==> src/design/pareto_front_ranking_assert.svh <==
// Assertion macros shared by the ranking block.
`ifndef PARETO_FRONT_RANKING_ASSERT_SVH
`define PARETO_FRONT_RANKING_ASSERT_SVH
`ifndef SYNTH
`define PFR_ASSERT_IMP(lbl, clk, rstn, a, c) \
    lbl: assert property (@(posedge clk) disable iff (!rstn) (a) |-> (c)) \
        else $error("same-cycle check failed");
`define PFR_ASSERT_NXT(lbl, clk, rstn, a, c) \
    lbl: assert property (@(posedge clk) disable iff (!rstn) (a) |=> (c)) \
        else $error("next-cycle check failed");
`else
`define PFR_ASSERT_IMP(lbl, clk, rstn, a, c)
`define PFR_ASSERT_NXT(lbl, clk, rstn, a, c)
`endif
`endif

==> src/design/pfr_pkg.sv <==
package pfr_pkg;
    localparam int MAX_POINTS = 32;
    localparam int IDX_W      = $clog2(MAX_POINTS);
    localparam int CNT_W      = $clog2(MAX_POINTS + 1);
    localparam int OBJ_W      = 32;
    localparam int FRONT_W    = 5;
    localparam logic [FRONT_W-1:0] FRONT_MAX = '1;

    typedef struct packed {
        logic load;
        logic start_set;
        logic latch;
        logic scan;
        logic decide;
        logic next_i;
        logic round_end;
        logic emit_next;
        logic emit_done;
    } t_cmd;

    typedef struct packed {
        logic last_load;
        logic i_last;
        logic j_last;
        logic i_assigned;
        logic all_done;
        logic e_last;
    } t_status;

    // True when point a dominates point b (both objectives minimized).
    function automatic logic dominates(input logic signed [OBJ_W-1:0] a1,
                                       input logic signed [OBJ_W-1:0] a2,
                                       input logic signed [OBJ_W-1:0] b1,
                                       input logic signed [OBJ_W-1:0] b2);
        dominates = (a1 <= b1) && (a2 <= b2) && !((a1 == b1) && (a2 == b2));
    endfunction
endpackage

==> src/design/pfr_ram.sv <==
module pfr_ram #(
    parameter int WIDTH = 64,
    parameter int DEPTH = 32
) (
    input  logic                     i_clk,
    input  logic                     i_we,
    input  logic [$clog2(DEPTH)-1:0] i_addr,
    input  logic [WIDTH-1:0]         i_wdata,
    output logic [WIDTH-1:0]         o_rdata
);
    logic [WIDTH-1:0] r_mem [DEPTH];
    logic [WIDTH-1:0] r_rdata;

    always_ff @(posedge i_clk) begin
        if (i_we) begin
            r_mem[i_addr] <= i_wdata;
        end
        r_rdata <= r_mem[i_addr];
    end

    assign o_rdata = r_rdata;
endmodule

==> src/design/pfr_datapath.sv <==
module pfr_datapath (
    input  logic                            i_clk,
    input  logic                            i_rst_n,
    input  pfr_pkg::t_cmd                   i_cmd,
    input  logic signed [pfr_pkg::OBJ_W-1:0] i_objective_one,
    input  logic signed [pfr_pkg::OBJ_W-1:0] i_objective_two,
    output pfr_pkg::t_status                o_status,
    output logic [4:0]                      o_point_index,
    output logic [pfr_pkg::FRONT_W-1:0]     o_front_number
);
    import pfr_pkg::*;

    logic [CNT_W-1:0]   r_count, r_done;
    logic [IDX_W-1:0]   r_i, r_j, r_pj, r_e;
    logic [FRONT_W-1:0] r_front;
    logic [MAX_POINTS-1:0] r_assigned, r_chosen;
    logic [FRONT_W-1:0] r_front_of [MAX_POINTS];
    logic signed [OBJ_W-1:0] r_ai1, r_ai2;
    logic r_dom, r_pend;

    logic [IDX_W-1:0]     ram_addr;
    logic [2*OBJ_W-1:0]   ram_rdata;
    logic signed [OBJ_W-1:0] rd1, rd2;

    always_comb begin
        priority if (i_cmd.load) begin
            ram_addr = r_count[IDX_W-1:0];
        end else if (i_cmd.scan) begin
            ram_addr = r_j;
        end else begin
            ram_addr = r_i;
        end
    end

    pfr_ram #(.WIDTH(2*OBJ_W), .DEPTH(MAX_POINTS)) u_ram (
        .i_clk   (i_clk),
        .i_we    (i_cmd.load),
        .i_addr  (ram_addr),
        .i_wdata ({i_objective_one, i_objective_two}),
        .o_rdata (ram_rdata)
    );

    assign rd1 = ram_rdata[2*OBJ_W-1:OBJ_W];
    assign rd2 = ram_rdata[OBJ_W-1:0];

    always_ff @(posedge i_clk) begin
        if (!i_rst_n) begin
            r_count    <= '0;
            r_assigned <= '0;
            r_chosen   <= '0;
            r_pend     <= 1'b0;
            r_e        <= '0;
        end else begin
            r_pend <= i_cmd.scan;
            if (i_cmd.load) begin
                r_count <= r_count + CNT_W'(1);
            end
            if (i_cmd.start_set) begin
                r_assigned <= '0;
                r_chosen   <= '0;
            end
            if (i_cmd.decide && !r_dom) begin
                r_chosen[r_i] <= 1'b1;
            end
            if (i_cmd.round_end) begin
                r_assigned <= r_assigned | r_chosen;
                r_chosen   <= '0;
            end
            if (i_cmd.emit_next) begin
                r_e <= r_e + IDX_W'(1);
            end
            if (i_cmd.emit_done) begin
                r_e     <= '0;
                r_count <= '0;
            end
        end
    end

    always_ff @(posedge i_clk) begin
        if (i_cmd.start_set) begin
            r_i     <= '0;
            r_front <= '0;
            r_done  <= '0;
        end
        if (i_cmd.latch) begin
            r_ai1 <= rd1;
            r_ai2 <= rd2;
            r_dom <= 1'b0;
            r_j   <= '0;
        end
        if (i_cmd.scan) begin
            r_j  <= r_j + IDX_W'(1);
            r_pj <= r_j;
        end
        // A point only counts as a dominator while it is still unranked.
        if (r_pend && !r_assigned[r_pj] && dominates(rd1, rd2, r_ai1, r_ai2)) begin
            r_dom <= 1'b1;
        end
        if (i_cmd.decide && !r_dom) begin
            r_front_of[r_i] <= r_front;
            r_done          <= r_done + CNT_W'(1);
        end
        if (i_cmd.next_i) begin
            r_i <= r_i + IDX_W'(1);
        end
        if (i_cmd.round_end) begin
            r_i <= '0;
            if (r_front != FRONT_MAX) begin
                r_front <= r_front + FRONT_W'(1);
            end
        end
    end

    assign o_status.last_load  = (r_count == CNT_W'(MAX_POINTS - 1));
    assign o_status.i_last     = (CNT_W'(r_i) == r_count - CNT_W'(1));
    assign o_status.j_last     = (CNT_W'(r_j) == r_count - CNT_W'(1));
    assign o_status.i_assigned = r_assigned[r_i];
    assign o_status.all_done   = (r_done == r_count);
    assign o_status.e_last     = (CNT_W'(r_e) == r_count - CNT_W'(1));

    assign o_point_index  = 5'(r_e);
    assign o_front_number = r_front_of[r_e];
endmodule

==> src/design/pfr_ctrl.sv <==
`include "pareto_front_ranking_assert.svh"
module pfr_ctrl (
    input  logic             i_clk,
    input  logic             i_rst_n,
    input  logic             i_in_valid,
    input  logic             i_final_point,
    input  logic             i_out_ready,
    input  pfr_pkg::t_status i_status,
    output pfr_pkg::t_cmd    o_cmd,
    output logic             o_in_ready,
    output logic             o_out_valid
);
    import pfr_pkg::*;

    localparam logic [2:0] S_LOAD   = 3'd0;
    localparam logic [2:0] S_ISSUE  = 3'd1;
    localparam logic [2:0] S_LATCH  = 3'd2;
    localparam logic [2:0] S_SCAN   = 3'd3;
    localparam logic [2:0] S_DRAIN  = 3'd4;
    localparam logic [2:0] S_DECIDE = 3'd5;
    localparam logic [2:0] S_ROUND  = 3'd6;
    localparam logic [2:0] S_EMIT   = 3'd7;

    logic [2:0] r_state, n_state;
    logic in_beat, out_beat;

    assign o_in_ready  = (r_state == S_LOAD);
    assign o_out_valid = (r_state == S_EMIT);
    assign in_beat     = i_in_valid && o_in_ready;
    assign out_beat    = o_out_valid && i_out_ready;

    always_comb begin
        o_cmd   = '0;
        n_state = r_state;
        unique case (r_state)
            S_LOAD: begin
                if (in_beat) begin
                    o_cmd.load = 1'b1;
                    if (i_final_point || i_status.last_load) begin
                        o_cmd.start_set = 1'b1;
                        n_state = S_ISSUE;
                    end
                end
            end
            S_ISSUE: begin
                if (i_status.i_assigned) begin
                    if (i_status.i_last) begin
                        n_state = S_ROUND;
                    end else begin
                        o_cmd.next_i = 1'b1;
                    end
                end else begin
                    n_state = S_LATCH;
                end
            end
            S_LATCH: begin
                o_cmd.latch = 1'b1;
                n_state = S_SCAN;
            end
            S_SCAN: begin
                o_cmd.scan = 1'b1;
                if (i_status.j_last) begin
                    n_state = S_DRAIN;
                end
            end
            S_DRAIN: begin
                n_state = S_DECIDE;
            end
            S_DECIDE: begin
                o_cmd.decide = 1'b1;
                if (i_status.i_last) begin
                    n_state = S_ROUND;
                end else begin
                    o_cmd.next_i = 1'b1;
                    n_state = S_ISSUE;
                end
            end
            S_ROUND: begin
                o_cmd.round_end = 1'b1;
                n_state = i_status.all_done ? S_EMIT : S_ISSUE;
            end
            S_EMIT: begin
                if (out_beat) begin
                    if (i_status.e_last) begin
                        o_cmd.emit_done = 1'b1;
                        n_state = S_LOAD;
                    end else begin
                        o_cmd.emit_next = 1'b1;
                    end
                end
            end
            default: n_state = S_LOAD;
        endcase
    end

    always_ff @(posedge i_clk) begin
        if (!i_rst_n) begin
            r_state <= S_LOAD;
        end else begin
            r_state <= n_state;
        end
    end

    `PFR_ASSERT_NXT(a_final_stops_load, i_clk, i_rst_n, in_beat && i_final_point, !o_in_ready)
    `PFR_ASSERT_NXT(a_last_beat_reloads, i_clk, i_rst_n, out_beat && i_status.e_last, o_in_ready)
    `PFR_ASSERT_IMP(a_no_overlap, i_clk, i_rst_n, o_in_ready, !o_out_valid)
    `PFR_ASSERT_IMP(a_emit_all_ranked, i_clk, i_rst_n, o_out_valid, i_status.all_done)
endmodule

==> src/design/pareto_front_ranking.sv <==
// Pareto front ranking of a set of two-objective points, both minimized.
// Input channel (i_in_valid / o_in_ready): one point per beat, signed
// objectives; i_final_point marks the last point of a set. A set also ends
// when the store of 32 points fills.
// Output channel (o_out_valid / i_out_ready): after ranking, one beat per
// stored point in load order with its index and front number; the last
// beat of a set has o_last_of_set high. No point is taken while a set is
// being ranked or emitted.
// Ranking peels one front per round; each round visits every point and
// streams all n stored points past each unranked one from the objective
// RAM: each unranked point takes an issue, a latch, a scan of all n points,
// a drain and a decide step, a point already ranked takes only the issue
// step, and each round ends with a round step. That RAM has a single read
// port, so the scan reads the stored points one at a time.
// Emitting moves to the next point on each taken beat; a stall holds the
// current beat unchanged until it is taken. Reset (synchronous, active
// low) empties the store and returns the block to loading.
module pareto_front_ranking (
    input  logic                            i_clk,
    input  logic                            i_rst_n,
    input  logic                            i_in_valid,
    output logic                            o_in_ready,
    input  logic signed [pfr_pkg::OBJ_W-1:0] i_objective_one,
    input  logic signed [pfr_pkg::OBJ_W-1:0] i_objective_two,
    input  logic                            i_final_point,
    output logic                            o_out_valid,
    input  logic                            i_out_ready,
    output logic [4:0]                      o_point_index,
    output logic [pfr_pkg::FRONT_W-1:0]     o_front_number,
    output logic                            o_last_of_set
);
    import pfr_pkg::*;

    t_cmd    cmd;
    t_status status;

    pfr_ctrl u_ctrl (
        .i_clk         (i_clk),
        .i_rst_n       (i_rst_n),
        .i_in_valid    (i_in_valid),
        .i_final_point (i_final_point),
        .i_out_ready   (i_out_ready),
        .i_status      (status),
        .o_cmd         (cmd),
        .o_in_ready    (o_in_ready),
        .o_out_valid   (o_out_valid)
    );

    pfr_datapath u_datapath (
        .i_clk           (i_clk),
        .i_rst_n         (i_rst_n),
        .i_cmd           (cmd),
        .i_objective_one (i_objective_one),
        .i_objective_two (i_objective_two),
        .o_status        (status),
        .o_point_index   (o_point_index),
        .o_front_number  (o_front_number)
    );

    assign o_last_of_set = status.e_last;
endmodule
==> config.mk <==
export PLATFORM = sky130hd
export DESIGN_NAME = pareto_front_ranking
export DESIGN_NICKNAME = d
export VERILOG_FILES = /design/src/design/pfr_pkg.sv /design/src/design/pfr_ram.sv /design/src/design/pfr_datapath.sv /design/src/design/pfr_ctrl.sv /design/src/design/pareto_front_ranking.sv
export VERILOG_INCLUDE_DIRS = /design/src /design/src/design
export SDC_FILE = /design/constraint.sdc
export NUM_CORES = 2
export LEC_CHECK = 0
export ABC_AREA = 1
export ABC_CLOCK_PERIOD_IN_PS = 8600
export BUFFER_PORTS_ARGS = -buffer_cell sky130_fd_sc_hd__buf_4
export CAP_MARGIN = 20
export CORE_MARGIN = 2
export CORE_UTILIZATION = 30
export CTS_CLUSTER_DIAMETER = 200
export DETAILED_ROUTE_END_ITERATION = 12
export PLACE_DENSITY = 0.4
export RECOVER_POWER = 50
export SYNTH_ARGS = -nofsm -noshare
export SYNTH_HDL_FRONTEND = slang
export SYNTH_SLANG_ARGS = --single-unit
==> constraint.sdc <==
create_clock -name i_clk -period 8.6 [get_ports i_clk]
set_input_delay 0.86 -clock i_clk [delete_from_list [all_inputs] [get_ports i_clk]]
set_output_delay 0.86 -clock i_clk [all_outputs]
set_load 0.01 [all_outputs]
==> results.md <==
* Cell Area, Placed at 0.105 mm^2
* TritonCTS Buffers at 289
* Post-cts sizing count at 0
* Met3 wire len at 14900 um
* Synth top area share at 0.691
* Placed Cells at 13300
* Outcome: complete, but fails checks
* Switching share of power at 0.348
* Worst slew margin at -1.16
* CP required at 9.43 ns
* Setup TNS at 0 ns
* Vias at 65600
* Met2 WL at 158000 um
* WL/cell at 24.0 um
* DRT Wirelength at 333000 um
* Setup bufs post-CTS at 0
* Final critical-path share of the clock period at 0.657
* Die H at 580 um
* Initial antenna violation count at 18
* Critical Path Slowest Stage Cell: buf_4
* Cell family with most CP delay: buffers and inverters
* Worst hold stages at 3
* HP Class: in2reg
* Most frequent cells in the layout: 4941 x nand2_1, 2288 x edfxtp_1, 346 x nor2_1
* Clock share of power at 0.341
* Critical path's most frequent cell: nand2_1
* CP Class: reg2reg
* First-pass iteration count of the detailed router at 5
* Syn Inst Count at 9179
* Critical Path Stages at 16
* Synth warnings at 0
* Int Pwr at 23.1 mW
* Clock Tree Root: clkbuf_16
* Top cell type by total area after synthesis: edfxtp_1
* Power Dens Cells at 311 mW/mm^2
* Initial core utilization at 0.301
* Most common library cell in the layout ignoring fill and taps: nand2_1
* Crit end category: flip-flop
* Combinational group share of total power at 0.266
* Area Overhead vs Synth at 14.7%
* Crit path largest cell delay at 0.89 ns
* Final instance count without filler cells at 13900
* HPWL after DPL at 171000 um
* Vias in the first global route at 64500
* Multiplexer area fraction after synthesis at 0
* Sw Pwr at 12.4 mW
* Sequential Power Share at 0.392
* Synth area leaders: edfxtp_1 69%, nand2_1 19%, dfxtp_1 3.2%
* FFs w/ async S/R, synth at 0
* DR iter-0 viols at 5375
* First-pass GRT wire length at 477000 um
* Critical path buffers and inverters at 6
* GRT Total Usage at 0.194
* CP cell instances: inv_1 -> nand3_1 -> inv_1 -> nand2_1 -> nand3_1 -> nand2_4 -> inv_8 -> buf_4 -> buf_4 -> buf_4 -> nand2_1 -> nand3_1 -> nand2_1 -> nand2_1 -> nor2_1 -> nand2_1
* Failing checks: max-capacitance violations, max-slew violations
* Post-synthesis cell type count at 37
* Critical path fanouts, max at 104
* XOR/XNOR share of the synthesized area at 0.00132
* Largest net degree at the start of global routing at 142
* H-tree Lvls at 5
* Post-Synth Adder-Cell Area at 0.00943
* Worst EP arrival at 6.47 ns
* Final worst-path setup slack at 2.95 ns
* Die ar. at 0.336 mm^2
* Final setup fails at 0
* Worst-margin pin slew at 3.24 ns
* Mapped cell area at 0.0995 mm^2
* Clock Latency Late Sink at 0.89 ns
* Max_cap viols at 39
* Worst-path clk slew at 0.06 ns
* Final Net Count at 9410
* Antenna viol nets, final at 0
* Remaining Overflow, GRT at 0
* P_leak at 43.8 nW
* Syn_nets at 9323
* Post-synthesis sequential area ratio at 0.723
* Pre-CTS setup slack at 2.89 ns
* Highest Signal Layer: met5
* Top achievable clock speed at 0.177 GHz
* Final hold violation count at 0
* Main combinational cell family by area after synthesis: simple AND/OR/NAND/NOR gates
* CTS Buffer Depth at 4
* Peak supply drop at 0.295 mV
* Final Max Tran Viols at 1202
* Vias/cell at 4.73
* Routability cong. at 0.762
* Unrepaired setup endpoints after global routing: false
* I/O pins at 82
* Share of layout cells above drive strength 1 at 0.0638
* Clock Sinks at 2447
* Final core occ at 0.346
* DRC errors left at 0
* Flops & latches, synth at 2447
* IO Port Bufs at 81
* Post-Synth Simple-Gate Area at 0.221
* Crit start category: flip-flop
* Die Width at 580 um
* Dominant synthesized flop cell: edfxtp_1
* EDFF count, synth at 2288
* Fin crit period at 5.65 ns
* Post-synthesis compound-gate area fraction at 0.0180
* M1 WL at 153000 um
* Final setup skew at 0.0341 ns
* Fin area at 0.114 mm^2
* R2R depth at 16
* Row count at 211
* CORE AREA at 0.330 mm^2
* TritonCTS clock tree: yes
* Syn Area/Cell at 10.8 um^2
* Cts hold-fix bufs at 0
cell families (layout without fill, tap and decap cells):
group / count (synthesis) / in the layout
flip-flops: 2447 / 2447
AO/OA/AOI/OAI: 319 / 319
adder cells (fa/ha/maj): 75 / 75
AND/OR/NAND/NOR: 5704 / 5704
buffers and inverters: 619 / 935
XOR/XNOR: 15 / 15
other: 0 / 4
power groups by stage:
stage	combinational [mW]	clock [mW]	sequential, mW
finish	9.45	12.1	13.9
global route	10.6	12.9	14.0
CTS	9.64	12.4	13.9
detailed placement	9.60	0	14.2
global placement	9.64	0	14.2
floorplan	6.13	0	14.1
sequential cells by signal, indices dropped and copies added (netlist names), named ones only:
| register | cells |
|---|---|
| u_datapath.u_ram.o_rdata | 64 |
| u_datapath.r_front_of | 160 |
| u_datapath.r_pj | 5 |
| u_datapath.o_point_index | 5 |
| u_datapath.r_chosen | 32 |
| u_ctrl.r_state | 3 |
| u_datapath.r_j | 5 |
| u_datapath.r_front | 5 |
| u_datapath.r_done | 6 |
| u_datapath.r_pend | 1 |
| u_datapath.r_ai1 | 32 |
| u_datapath.r_count | 6 |
| u_datapath.r_ai2 | 32 |
| u_datapath.r_dom | 1 |
| u_datapath.r_i | 5 |
| u_datapath.u_ram.r_mem | 2048 |
| u_datapath.r_assigned | 32 |
layout make-up:
type / count / area, um^2
diodes: 4 / 10.0
multi-input cells: 6113 / 25100
repair buffers: 221 / 1710
well taps: 4366 / 5460
inverters: 194 / 756
flip-flops and latches: 2447 / 71900
clock inverters: 131 / 1270
clock buffers: 389 / 7930
fillers: 32900 / 216000
synth_stat cells, types with 6 or more instances:
cell type and n:
nand2_1 4943, edfxtp_1 2288, nor2_1 378, nand3_1 337
buf_2 313, inv_1 181, dfxtp_1 159, a21oi_1 129
o21ai_0 117, clkbuf_1 85, ha_1 75, o221ai_1 26
nor3_1 17, buf_4 15, nand4_1 14, o22ai_1 14
buf_1 12, inv_2 11, xor2_1 11, a31oi_1 9
o211ai_1 7, nor3_2 6
final timing paths:
kind | slack, ns | endpoint | start
hold reg to reg | 0.42 | u_datapath.r_ai1[12]$_DFFE_PP_ | u_datapath.u_ram.o_rdata[44]$_DFF_P_
setup / recovery | 2.95 | u_datapath.u_ram.o_rdata[4]$_DFF_P_ | u_ctrl.r_state[2]$_SDFFE_PN0P_
setup reg to reg | 2.95 | u_datapath.u_ram.o_rdata[4]$_DFF_P_ | u_ctrl.r_state[2]$_SDFFE_PN0P_
hold / removal | 0.33 | u_ctrl.r_state[1]$_SDFFE_PN0P_ | i_rst_n
worst min-delay path: stages:
cell,delay (ns)
buf_4,0.17
nand2_1,0.09
nor2_1,0.04
metrics by stage:
step | hold slack [ns] | power, mW
3_3_place_gp | 0.426 | 23.8
4_1_cts | 0.239 | 36.0
2_1_floorplan | 0.408 | 20.2
6_report | 0.329 | 35.5
3_5_place_dp | 0.422 | 23.8
5_1_grt | 0.298 | 37.5
layer usage:
| metal | global-route usage | vias up |
|---|---|---|
| met5 | 0 | - |
| li1 | - | 30700 |
| met1 | 0.268 | 32900 |
| met2 | 0.323 | 1584 |
| met4 | 0.0497 | 4 |
| met3 | 0.0237 | 455 |
No activity file was read; power rests on OpenSTA's default activity.
